==> config.mk <==
export PLATFORM = sky130hd
export DESIGN_NAME = area_average_row_resampler_top
export DESIGN_NICKNAME = d
export VERILOG_FILES = /design/src/rtl/core/aarr_pkg.sv /design/src/rtl/core/area_average_row_resampler_top.sv
export SDC_FILE = /design/constraint.sdc
export NUM_CORES = 2
export LEC_CHECK = 0
export BUFFER_PORTS_ARGS = -buffer_cell sky130_fd_sc_hd__buf_2
export CORE_MARGIN = 4
export CORE_UTILIZATION = 55
export DETAILED_ROUTE_END_ITERATION = 10
export MAX_ROUTING_LAYER = met4
export PLACE_DENSITY = 0.72
export SLEW_MARGIN = 20
export SYNTH_ARGS = -nofsm -noshare
export SYNTH_HDL_FRONTEND = slang
export SYNTH_SLANG_ARGS = --single-unit
==> constraint.sdc <==
create_clock -name clk_i -period 23 [get_ports clk_i]
set_input_delay 1.15 -clock clk_i [delete_from_list [all_inputs] [get_ports clk_i]]
set_output_delay 1.15 -clock clk_i [all_outputs]
set_load 0.005 [all_outputs]
==> src/rtl/core/aarr_pkg.sv <==
// Shared types and constants of the area-average row resampler.
// Holds the word structs of both streams and the register map constants.
// No dependencies.
package aarr_pkg;

  // Default build sizes.
  localparam int unsigned MAX_WIDTH_DEF   = 4096;
  localparam int unsigned SAMPLE_BITS_DEF = 16;

  // Channel field width of both streams.
  localparam int unsigned FIELD_BITS = 16;

  // Width register size and register bus sizes.
  localparam int unsigned CFG_REG_BITS  = 13;
  localparam int unsigned APB_ADDR_BITS = 3;
  localparam int unsigned APB_DATA_BITS = 32;

  // Register index, taken from the word-address bit of paddr.
  localparam logic REG_SOURCE_WIDTH = 1'b0;
  localparam logic REG_TARGET_WIDTH = 1'b1;

  // At most this many output words are sent for one input word.
  localparam int unsigned MAX_RESULTS = 64;
  localparam int unsigned RES_BITS    = $clog2(MAX_RESULTS + 1);

  // One source pixel.
  typedef struct packed {
    logic [FIELD_BITS-1:0] chan_a;
    logic [FIELD_BITS-1:0] chan_b;
    logic [FIELD_BITS-1:0] chan_c;
    logic [FIELD_BITS-1:0] chan_d;
  } in_word_t;

  // One resampled pixel with its row and run markers.
  typedef struct packed {
    logic [FIELD_BITS-1:0] out_a;
    logic [FIELD_BITS-1:0] out_b;
    logic [FIELD_BITS-1:0] out_c;
    logic [FIELD_BITS-1:0] out_d;
    logic                  row_end;
    logic                  run_end;
  } out_word_t;

endpackage

==> src/rtl/core/area_average_row_resampler_top.sv <==
// Top level of the area-average row resampler: sequencer, shared multiply-accumulate
// and shared four-lane restoring divider. Depends on aarr_pkg.
//
//   Port group      Direction  Handshake                   Payload
//   in_*            input      in_valid_i / in_stall_o     in_word_i  (aarr_pkg::in_word_t)
//   out_*           output     out_valid_o / out_stall_i   out_word_o (aarr_pkg::out_word_t)
//   p* (APB)        config     psel, penable, pwrite       paddr, pwdata, prdata
//
// An input word goes through check, multiply-accumulate, divider load, divide and emit for
// every output word it sends, and through one more multiply-accumulate when it leaves a
// partial sum for the next output; outputs past the first 64 are skipped. Its time is set
// by the single multiplier, used once per channel, and by the divider, which retires one
// quotient bit per cycle for all four channels. The input is stalled for the whole item.
// A result waits in the output register while the block goes on with its work; it only holds
// the sequencer when a new result is ready and the old one has not been taken. Reset sets both
// widths to one and restarts the row; every register write also restarts the row.
module area_average_row_resampler_top #(
  parameter int unsigned MAX_WIDTH   = aarr_pkg::MAX_WIDTH_DEF,
  parameter int unsigned SAMPLE_BITS = aarr_pkg::SAMPLE_BITS_DEF
) (
  input  logic                                 clk_i,
  input  logic                                 rst_ni,
  input  logic                                 in_valid_i,
  output logic                                 in_stall_o,
  input  aarr_pkg::in_word_t                   in_word_i,
  output logic                                 out_valid_o,
  input  logic                                 out_stall_i,
  output aarr_pkg::out_word_t                  out_word_o,
  input  logic                                 psel,
  input  logic                                 penable,
  input  logic                                 pwrite,
  input  logic [aarr_pkg::APB_ADDR_BITS-1:0]   paddr,
  input  logic [aarr_pkg::APB_DATA_BITS-1:0]   pwdata,
  output logic [aarr_pkg::APB_DATA_BITS-1:0]   prdata,
  output logic                                 pready
);
  import aarr_pkg::*;

  // Width of a clamped row width, of a position on the common axis, of a channel sum.
  localparam int unsigned WB  = $clog2(MAX_WIDTH + 1);
  localparam int unsigned AB  = 2 * WB + 1;
  localparam int unsigned SB  = SAMPLE_BITS;
  localparam int unsigned NB  = WB + SB;
  localparam int unsigned DCB = $clog2(SB);

  // Sequencer states.
  localparam logic [2:0] ST_IDLE   = 3'd0;
  localparam logic [2:0] ST_CHECK  = 3'd1;
  localparam logic [2:0] ST_MAC    = 3'd2;
  localparam logic [2:0] ST_DLOAD  = 3'd3;
  localparam logic [2:0] ST_DIVIDE = 3'd4;
  localparam logic [2:0] ST_EMIT   = 3'd5;
  localparam logic [2:0] ST_FINISH = 3'd6;

  // Maps a width register to 1..MAX_WIDTH.
  function automatic logic [WB-1:0] clamp_width(input logic [CFG_REG_BITS-1:0] w);
    logic [31:0] w32;
    w32 = 32'(w);
    if (w32 == 32'd0) begin
      w32 = 32'd1;
    end else if (w32 > MAX_WIDTH) begin
      w32 = MAX_WIDTH;
    end
    return WB'(w32);
  endfunction

  logic [2:0]              state_q, state_d;
  logic [CFG_REG_BITS-1:0] src_w_q, src_w_d;
  logic [CFG_REG_BITS-1:0] dst_w_q, dst_w_d;
  logic [WB-1:0]           in_col_q, in_col_d;
  logic [WB-1:0]           out_col_q, out_col_d;
  logic [AB-1:0]           lo_q, lo_d;
  logic [AB-1:0]           hi_q, hi_d;
  logic [AB-1:0]           cur_q, cur_d;
  logic [AB-1:0]           bnd_q, bnd_d;
  logic [NB-1:0]           sums_q [4];
  logic [NB-1:0]           sums_d [4];
  logic [SB-1:0]           sample_q [4];
  logic [SB-1:0]           sample_d [4];
  logic [WB-1:0]           ovl_q, ovl_d;
  logic [1:0]              lane_q, lane_d;
  logic                    tail_q, tail_d;
  logic [DCB-1:0]          div_cnt_q, div_cnt_d;
  logic [NB-1:0]           rem_q [4];
  logic [NB-1:0]           rem_d [4];
  logic [SB-1:0]           quot_q [4];
  logic [SB-1:0]           quot_d [4];
  logic [NB-1:0]           dsr_q, dsr_d;
  logic [RES_BITS-1:0]     res_cnt_q, res_cnt_d;
  logic                    out_valid_q, out_valid_d;
  out_word_t               out_word_q, out_word_d;

  logic [WB-1:0]           s_w, t_w;
  logic                    cfg_wr;
  logic                    cfg_idx;
  logic [NB-1:0]           mac_prod;
  logic [WB:0]             col_next;
  logic [AB-1:0]           bnd_next;
  logic                    more;
  logic                    can_load;

  assign s_w     = clamp_width(src_w_q);
  assign t_w     = clamp_width(dst_w_q);
  assign cfg_wr  = psel && penable && pwrite && pready;
  assign cfg_idx = paddr[APB_ADDR_BITS-1];

  // Register bus: always ready, reads return the raw register.
  assign pready = 1'b1;
  assign prdata = (cfg_idx == REG_SOURCE_WIDTH) ? APB_DATA_BITS'(src_w_q)
                                                : APB_DATA_BITS'(dst_w_q);

  assign in_stall_o  = (state_q != ST_IDLE);
  assign out_valid_o = out_valid_q;
  assign out_word_o  = out_word_q;

  // Shared multiplier: one channel of overlap times sample per cycle.
  assign mac_prod = NB'(ovl_q) * NB'(sample_q[lane_q]);

  // Look-ahead for the output being sent: does another output follow for this input?
  assign col_next = {1'b0, out_col_q} + (WB + 1)'(1);
  assign bnd_next = bnd_q + AB'(s_w);
  assign more     = (col_next != {1'b0, t_w}) && (bnd_next <= hi_q)
                    && (res_cnt_q != RES_BITS'(MAX_RESULTS - 1));
  assign can_load = !out_valid_q || !out_stall_i;

  // Sequencer and datapath next state.
  always_comb begin
    state_d     = state_q;
    src_w_d     = src_w_q;
    dst_w_d     = dst_w_q;
    in_col_d    = in_col_q;
    out_col_d   = out_col_q;
    lo_d        = lo_q;
    hi_d        = hi_q;
    cur_d       = cur_q;
    bnd_d       = bnd_q;
    sums_d      = sums_q;
    sample_d    = sample_q;
    ovl_d       = ovl_q;
    lane_d      = lane_q;
    tail_d      = tail_q;
    div_cnt_d   = div_cnt_q;
    rem_d       = rem_q;
    quot_d      = quot_q;
    dsr_d       = dsr_q;
    res_cnt_d   = res_cnt_q;
    out_word_d  = out_word_q;
    out_valid_d = out_valid_q && out_stall_i;

    unique case (state_q)
      ST_IDLE: begin
        if (in_valid_i) begin
          sample_d[0] = SB'(in_word_i.chan_a);
          sample_d[1] = SB'(in_word_i.chan_b);
          sample_d[2] = SB'(in_word_i.chan_c);
          sample_d[3] = SB'(in_word_i.chan_d);
          hi_d        = lo_q + AB'(t_w);
          cur_d       = lo_q;
          res_cnt_d   = '0;
          state_d     = ST_CHECK;
        end
      end

      ST_CHECK: begin
        if ((out_col_q < t_w) && (bnd_q <= hi_q)) begin
          if (res_cnt_q < RES_BITS'(MAX_RESULTS)) begin
            // An output closes inside this input: add its last piece.
            ovl_d   = WB'(bnd_q - cur_q);
            lane_d  = '0;
            tail_d  = 1'b0;
            state_d = ST_MAC;
          end else begin
            // Past the result limit: the output is skipped, the row moves on.
            out_col_d = out_col_q + WB'(1);
            cur_d     = bnd_q;
            bnd_d     = bnd_next;
          end
        end else if ((cur_q < hi_q) && (out_col_q < t_w)) begin
          // The rest of the input goes into the next output's partial sums.
          ovl_d   = WB'(hi_q - cur_q);
          lane_d  = '0;
          tail_d  = 1'b1;
          state_d = ST_MAC;
        end else begin
          state_d = ST_FINISH;
        end
      end

      ST_MAC: begin
        sums_d[lane_q] = sums_q[lane_q] + mac_prod;
        lane_d         = lane_q + 2'd1;
        if (lane_q == 2'd3) begin
          state_d = tail_q ? ST_FINISH : ST_DLOAD;
        end
      end

      ST_DLOAD: begin
        // Add half the divisor for round-to-nearest, then start the division.
        for (int i = 0; i < 4; i++) begin
          rem_d[i]  = sums_q[i] + NB'(s_w >> 1);
          quot_d[i] = '0;
          sums_d[i] = '0;
        end
        dsr_d     = NB'(s_w) << (SB - 1);
        div_cnt_d = DCB'(SB - 1);
        state_d   = ST_DIVIDE;
      end

      ST_DIVIDE: begin
        // One quotient bit per lane per cycle, divisor walks right.
        for (int i = 0; i < 4; i++) begin
          if (rem_q[i] >= dsr_q) begin
            rem_d[i]  = rem_q[i] - dsr_q;
            quot_d[i] = {quot_q[i][SB-2:0], 1'b1};
          end else begin
            quot_d[i] = {quot_q[i][SB-2:0], 1'b0};
          end
        end
        dsr_d     = dsr_q >> 1;
        div_cnt_d = div_cnt_q - DCB'(1);
        if (div_cnt_q == '0) begin
          state_d = ST_EMIT;
        end
      end

      ST_EMIT: begin
        if (can_load) begin
          out_word_d.out_a   = FIELD_BITS'(quot_q[0]);
          out_word_d.out_b   = FIELD_BITS'(quot_q[1]);
          out_word_d.out_c   = FIELD_BITS'(quot_q[2]);
          out_word_d.out_d   = FIELD_BITS'(quot_q[3]);
          out_word_d.row_end = (col_next == {1'b0, t_w});
          out_word_d.run_end = !more;
          out_valid_d        = 1'b1;
          out_col_d          = WB'(col_next);
          cur_d              = bnd_q;
          bnd_d              = bnd_next;
          res_cnt_d          = res_cnt_q + RES_BITS'(1);
          state_d            = ST_CHECK;
        end
      end

      ST_FINISH: begin
        if (in_col_q + WB'(1) == s_w) begin
          // Last source pixel of the row: start the next row.
          in_col_d  = '0;
          out_col_d = '0;
          lo_d      = '0;
          bnd_d     = AB'(s_w);
          for (int i = 0; i < 4; i++) begin
            sums_d[i] = '0;
          end
        end else begin
          in_col_d = in_col_q + WB'(1);
          lo_d     = hi_q;
        end
        state_d = ST_IDLE;
      end

      default: begin
        state_d = ST_IDLE;
      end
    endcase

    // A register write restarts the row with the new widths.
    if (cfg_wr) begin
      if (cfg_idx == REG_SOURCE_WIDTH) begin
        src_w_d = CFG_REG_BITS'(pwdata);
        bnd_d   = AB'(clamp_width(CFG_REG_BITS'(pwdata)));
      end else begin
        dst_w_d = CFG_REG_BITS'(pwdata);
        bnd_d   = AB'(s_w);
      end
      in_col_d  = '0;
      out_col_d = '0;
      lo_d      = '0;
      for (int i = 0; i < 4; i++) begin
        sums_d[i] = '0;
      end
    end
  end

  // Control and row state.
  always_ff @(posedge clk_i or negedge rst_ni) begin
    if (!rst_ni) begin
      state_q     <= ST_IDLE;
      src_w_q     <= CFG_REG_BITS'(1);
      dst_w_q     <= CFG_REG_BITS'(1);
      in_col_q    <= '0;
      out_col_q   <= '0;
      lo_q        <= '0;
      hi_q        <= '0;
      cur_q       <= '0;
      bnd_q       <= AB'(1);
      lane_q      <= '0;
      tail_q      <= 1'b0;
      div_cnt_q   <= '0;
      res_cnt_q   <= '0;
      out_valid_q <= 1'b0;
      for (int i = 0; i < 4; i++) begin
        sums_q[i] <= '0;
      end
    end else begin
      state_q     <= state_d;
      src_w_q     <= src_w_d;
      dst_w_q     <= dst_w_d;
      in_col_q    <= in_col_d;
      out_col_q   <= out_col_d;
      lo_q        <= lo_d;
      hi_q        <= hi_d;
      cur_q       <= cur_d;
      bnd_q       <= bnd_d;
      lane_q      <= lane_d;
      tail_q      <= tail_d;
      div_cnt_q   <= div_cnt_d;
      res_cnt_q   <= res_cnt_d;
      out_valid_q <= out_valid_d;
      sums_q      <= sums_d;
    end
  end

  // Payload registers.
  always_ff @(posedge clk_i) begin
    sample_q   <= sample_d;
    ovl_q      <= ovl_d;
    rem_q      <= rem_d;
    quot_q     <= quot_d;
    dsr_q      <= dsr_d;
    out_word_q <= out_word_d;
  end

endmodule

; Word level (Yosys, flattened, before mapping)
; Cells that the tools add are included.
[op_classes]
n_eq_ne = 28
n_bitwise = 2
n_shift = 0
div = 0
mux = 79
reduce_logical = 41
multipliers = 1
addsub = 19
n_lt_le_gt_ge = 14
[ops]
columns = cell, n
row1 = one-hot mux 116 bit (3 select lines), 1
row2 = two-way mux 27 bit, 12
row3 = two-way mux 13 bit, 19
row4 = two-way mux 116 bit, 2
row5 = one-hot mux 116 bit (2 select lines), 1
row6 = two-way mux 29 bit, 7
row7 = one-hot mux 27 bit (3 select lines), 2
row8 = one-hot mux 64 bit (2 select lines), 1
row9 = adder 29 x 12 -> 29 bit, 4
row10 = bitwise mux 116 bit, 1
row11 = >= comparator 29 bit, 4
row12 = subtractor 29 bit, 4
row13 = binary-select mux 29 bit (select 2 bit), 1
row14 = demux 29 bit (select 2 bit), 1
row15 = one-hot mux 29 bit (2 select lines), 1
row16 = adder 27 x 13 -> 27 bit, 2
row17 = less-or-equal comparator 27 bit, 2
row18 = "greater-than comparator 13 bit, second input constant", 3
row19 = zero test 13 bit, 3
row20 = one-hot mux 13 bit (3 select lines), 1
row21 = binary-select mux 16 bit (select 2 bit), 1
row22 = two-way mux 16 bit, 2
row23 = adder 29 bit, 1
row24 = multiplier 13 x 16 -> 29 bit, 1
row25 = 43 further kinds, 107
[totals]
reg_bits = 646
ram_bits = 0
rom_bits = 0
latch_bits = 0
memories = 0
in_bits = 106
out_inout_bits = 101

; Longest topological paths before layout
[logic_depth]
depth_word = 9
depth_mapped = 28

; Least setup slack after synthesis
; Ideal clock, no wire load.
[synth_path]
kind = register to register
start = register lane_q[0]
end = register sums_q[26] (netlist name)
n_path_buf = 3
path_slack_ps = 15310
t_arrival_ps = 7569
setup_ps = 121
path_stages_with_launch = 27
period_less_slack_ps = 7690
cell_sequence = dfrtp_1 -> buf_1 -> mux4_2 -> clkbuf_1 -> and2_1 -> fa_1 -> inv_1 -> fa_1 -> inv_1 -> fa_1 -> fa_1 -> fa_1 -> inv_1 -> fa_1 -> inv_1 -> ha_1 -> clkbuf_1 -> a211oi_1 -> o211ai_1 -> a41o_1 -> o31a_1 -> a21o_1 -> a41o_1 -> a31o_2 -> a21oi_1 -> xnor2_1 -> a22o_1
[synth_between]
elab_chain_len = 9
word_cells_on_any_way = 17
classes_between = 1 x add/sub / 1 x mul / 2 x order compare / 11 x mux / 1 x bitwise / 1 x reduce/logical
[synth_lines]
columns = item, line
row1 = from (decl), area_average_row_resampler_top.sv:81  ; logic [1:0] lane_q, lane_d;
row2 = from (signal assigned), area_average_row_resampler_top.sv:313  ; lane_q <= lane_d;
row3 = inverter 2 -> 3 bit (implied by the code) (*), "area_average_row_resampler_top.sv:117, area_average_row_resampler_top.sv:190"
row4 = binary-select mux 16 bit (select 2 bit), area_average_row_resampler_top.sv:117  ; assign mac_prod = NB'(ovl_q) * NB'(sample_q[lane_q]);
row5 = two-way mux 16 bit (implied by the code) (2 in a row), area_average_row_resampler_top.sv:117
row6 = multiplier 13 x 16 -> 29 bit, area_average_row_resampler_top.sv:117
row7 = adder 29 bit, area_average_row_resampler_top.sv:190  ; sums_d[lane_q] = sums_q[lane_q] + mac_prod;
row8 = bitwise mux 116 bit (*), area_average_row_resampler_top.sv:190
row9 = one-hot mux 116 bit (3 select lines) (*), area_average_row_resampler_top.sv:150  ; unique case (state_q)
row10 = two-way mux 116 bit (*), area_average_row_resampler_top.sv:266  ; if (cfg_wr) begin
row11 = to (signal assigned), area_average_row_resampler_top.sv:318  ; sums_q <= sums_d;
row12 = to (decl), area_average_row_resampler_top.sv:76  ; logic [NB-1:0] sums_q [4];
; Mark *: on every way between the ends. The rest lies on a longest branch, timed or not. The select of a mux whose other input is x is not followed.
; A chain may end at the register's enable or synchronous reset.

; Worst setup path after layout
[layout_path]
start = register lane_q[0]
end = register sums_q[83] (netlist name)
; The elaborated chain is that of the path after synthesis.

==> impl_results.md <==
* H-tree levels at 3
* Worst Path Required at 23550 ps
* # setup viols final at 0
* Die area at ~90000 µm²
* Die width at ~300 µm
* Final Skew at about 30 ps
* Relative slew slack at between 20% and 30%
* Post-CTS sizing at 0
* Clock period minus worst slack at between 8000 and 9000 ps
* # hold bufs at CTS at 0
* Max_cap viols at 0
* HP Class: reg2reg
* Slowest CP cell: mux4_2
* Sequential element share of the synthesized area at a little under two fifths
* Layout Nets at between 5000 and 6000
* Core Area at approximately 84000 µm²
* Share of flip-flops with an asynchronous set or reset at between 40 and 50%
* Post-synthesis cell area at between 40000 and 50000 µm²
* #FFs+latches synth at around 650
* Chip Height at ~300 µm
* Max Slew Vio Count at 0
* Core Util, Final at approximately three fifths
* Antenna Nets Post-Route at 0
* Worst path bufs/invs at 7
* Vias in the first global route at around 36000
* Arrival time at the worst endpoint at 9090 ps
* Post-DR vias/cell at slightly above 6
* Syn avg cell area at 9.94 µm²
* Starting density of the core at 55.8%
* Vias at between 30000 and 40000
* Setup crit end kind: register
* Routability Congestion at about 0.93
* Clock Pin Slew Worst Setup and Hold Paths at 60 ps
* CTS Buffer Depth at 3
* RSZ-0062 raised after global routing: no
* Rows at approximately 110
* Fillers at between 7000 and 8000
* Reg-to-Reg End: sums_q[83]
* Hold path depth at 0
* Ys flop type: edfxtp_1
* Mapped Cells at ~4700
* Worst Setup SP: lane_q[0]
* Boundary pin count at 207
* CP Capture Point: sums_q[83]
* CTS tree: yes
* WL final at 128000 µm
* Hold_sp: quot_q[47]
* Clk_lat worst skew at 630 ps
* Reg2Reg Depth at 25
* Reg-to-reg startpoint: lane_q[0]
* GR Overflow Total at 0
* Detail Placement HPWL at between 90000 and 100000 µm
* Root Driver: clkbuf_16
* Layout cell share with drive strength beyond 1 at under 10%
* Library cells used by synthesis at 83
* Post-CTS Setup Bufs at 0
* CP Launch Type: register
* Wire per inst at roughly 21 µm
* Pin count of the biggest net entering global routing at 90
* Setup TNS at 0 ps
* First-pass GRT wire length at between 150000 and 200000 µm
* Max incr delay on CP at roughly 830 ps
* Setup CP Type: reg2reg
* Area growth syn-to-layout at 9.03%
* Clock buffer count from CTS at 73
* DRT iter0 DRCs at 3170
* Fmax at approximately 120 MHz
* Tcrit/Tclk final at a little under two fifths
* Clk sink count at about 650
* Setup slack, reg-to-reg at between 10000 and 15000 ps
* TritonRoute pass-1 iters at 5
* CP Depth at 25
* Yosys warns at 0
* Port bufs at approximately 170
* Crit path max fanout at 32
* Total global-route track usage at between 20% and 30%
* Worst path top cell family by delay: adder cells
* Status: finished clean
* DR DRC count at 0
* Actual slew at the worst max-slew pin at about 1100 ps
* Post-synth EDFFs at between 300 and 400
* Final Hold Viols at 0
* Antenna violations before repair at 2
[cell usage in the layout, fill, tap and decap left out, types with 45 or more instances in the layout]
cell type / instances
xnor2_1: 176
inv_1: 427
a21oi_1: 245
clkbuf_16: 77
fa_1: 189
mux4_2: 45
nand2_1: 499
and3_1: 111
o21ai_0: 283
dfrtp_1: 288
and2_1: 107
a21o_1: 102
a22o_1: 99
nand4_1: 49
xor2_1: 133
buf_2: 164
nand3_1: 90
nor2_1: 288
ha_1: 380
edfxtp_1: 351
nor3_1: 65
[cell families (layout without fill, tap and decap cells)]
family / Yosys count / after routing / synth area share (%)
flops: 645 / 645 / 38.1
fa+ha+maj: 569 / 569 / 18.2
xor+xnor: 309 / 309 / 5.76
buf+inv: 626 / 772 / 5.30
mux: 121 / 121 / 3.88
simple gates: 1402 / 1402 / 14.2
compound gates: 1047 / 1047 / 14.5
other cells: 2 / 22 / 0.0160
[through the flow]
stage          hold WS [ps]  worst slack [ps]  area (µm²)  cells
2_1_floorplan           400             15310       47000   4739
3_3_place_gp            401             14480       48800   5885
3_5_place_dp            406             14400       48800   5885
4_1_cts                 423             14410       51200   6019
5_1_grt                 427             14040       51200   6020
6_report                419             14460       51200   6021
[sequential cells by signal (all words and copies together) (netlist names)]
signal / count
out_col_q: 13
cur_q: 27
src_w_q: 13
dst_w_q: 13
out_word_o: 66
quot_q: 64
lo_q: 27
tail_q: 1
dsr_q: 28
out_valid_o: 1
div_cnt_q: 4
hi_q: 27
ovl_q: 13
bnd_q: 27
sums_q: 116
sample_q: 64
in_col_q: 13
lane_q: 2
state_q: 3
rem_q: 116
res_cnt_q: 7
[cells in the mapped netlist (all sizes together), types with 112 or more instances]
| master | number | share of area, % |
|---|---|---|
| nand2 | 502 | 4.0 |
| inv | 429 | 3.4 |
| ha | 380 | 10 |
| edfxtp | 351 | 22 |
| dfrtp | 291 | 16 |
| nor2 | 290 | 2.3 |
| o21ai | 289 | 3.1 |
| a21oi | 250 | 2.7 |
| fa | 189 | 8.1 |
| xnor2 | 176 | 3.3 |
| clkbuf | 133 | 1.1 |
| xor2 | 133 | 2.5 |
| and3 | 112 | 1.5 |
[cell type report]
class / instances / area, µm² / share of cell area (%)
antenna: 2 / 5.00 / 0.00978
clock buffer: 104 / 2120 / 4.14
clock inverter: 30 / 241 / 0.472
inverter: 430 / 1610 / 3.15
multi-input combinational: 3468 / 26700 / 52.2
sequential: 645 / 17900 / 35.0
tap: 1134 / 1420 / 2.77
timing repair buffer: 208 / 1160 / 2.26
[layer usage]
| metal | vias up | GRT usage [%] | routed length, µm |
|---|---|---|---|
| li1 | 16843 | - | - |
| met1 | 17791 | 38.0 | 53000 |
| met5 | - | - | 0 |
| met3 | 304 | 5.62 | 10800 |
| met4 | 0 | 12.2 | 6200 |
| met2 | 1409 | 44.4 | 58200 |
[worst min path at each step]
stage          slack, ps             end
4_1_cts              420  out_word_o[49]
3_3_place_gp         400  out_word_o[65]
2_1_floorplan        400  out_word_o[17]
5_1_grt              430  out_word_o[33]
6_report             420  out_word_o[49]
3_5_place_dp         410  out_word_o[17]
Power is left out: the tool's default activity adds up to more than one toggle a clock period on the data nets, which glitch-free logic cannot reach.
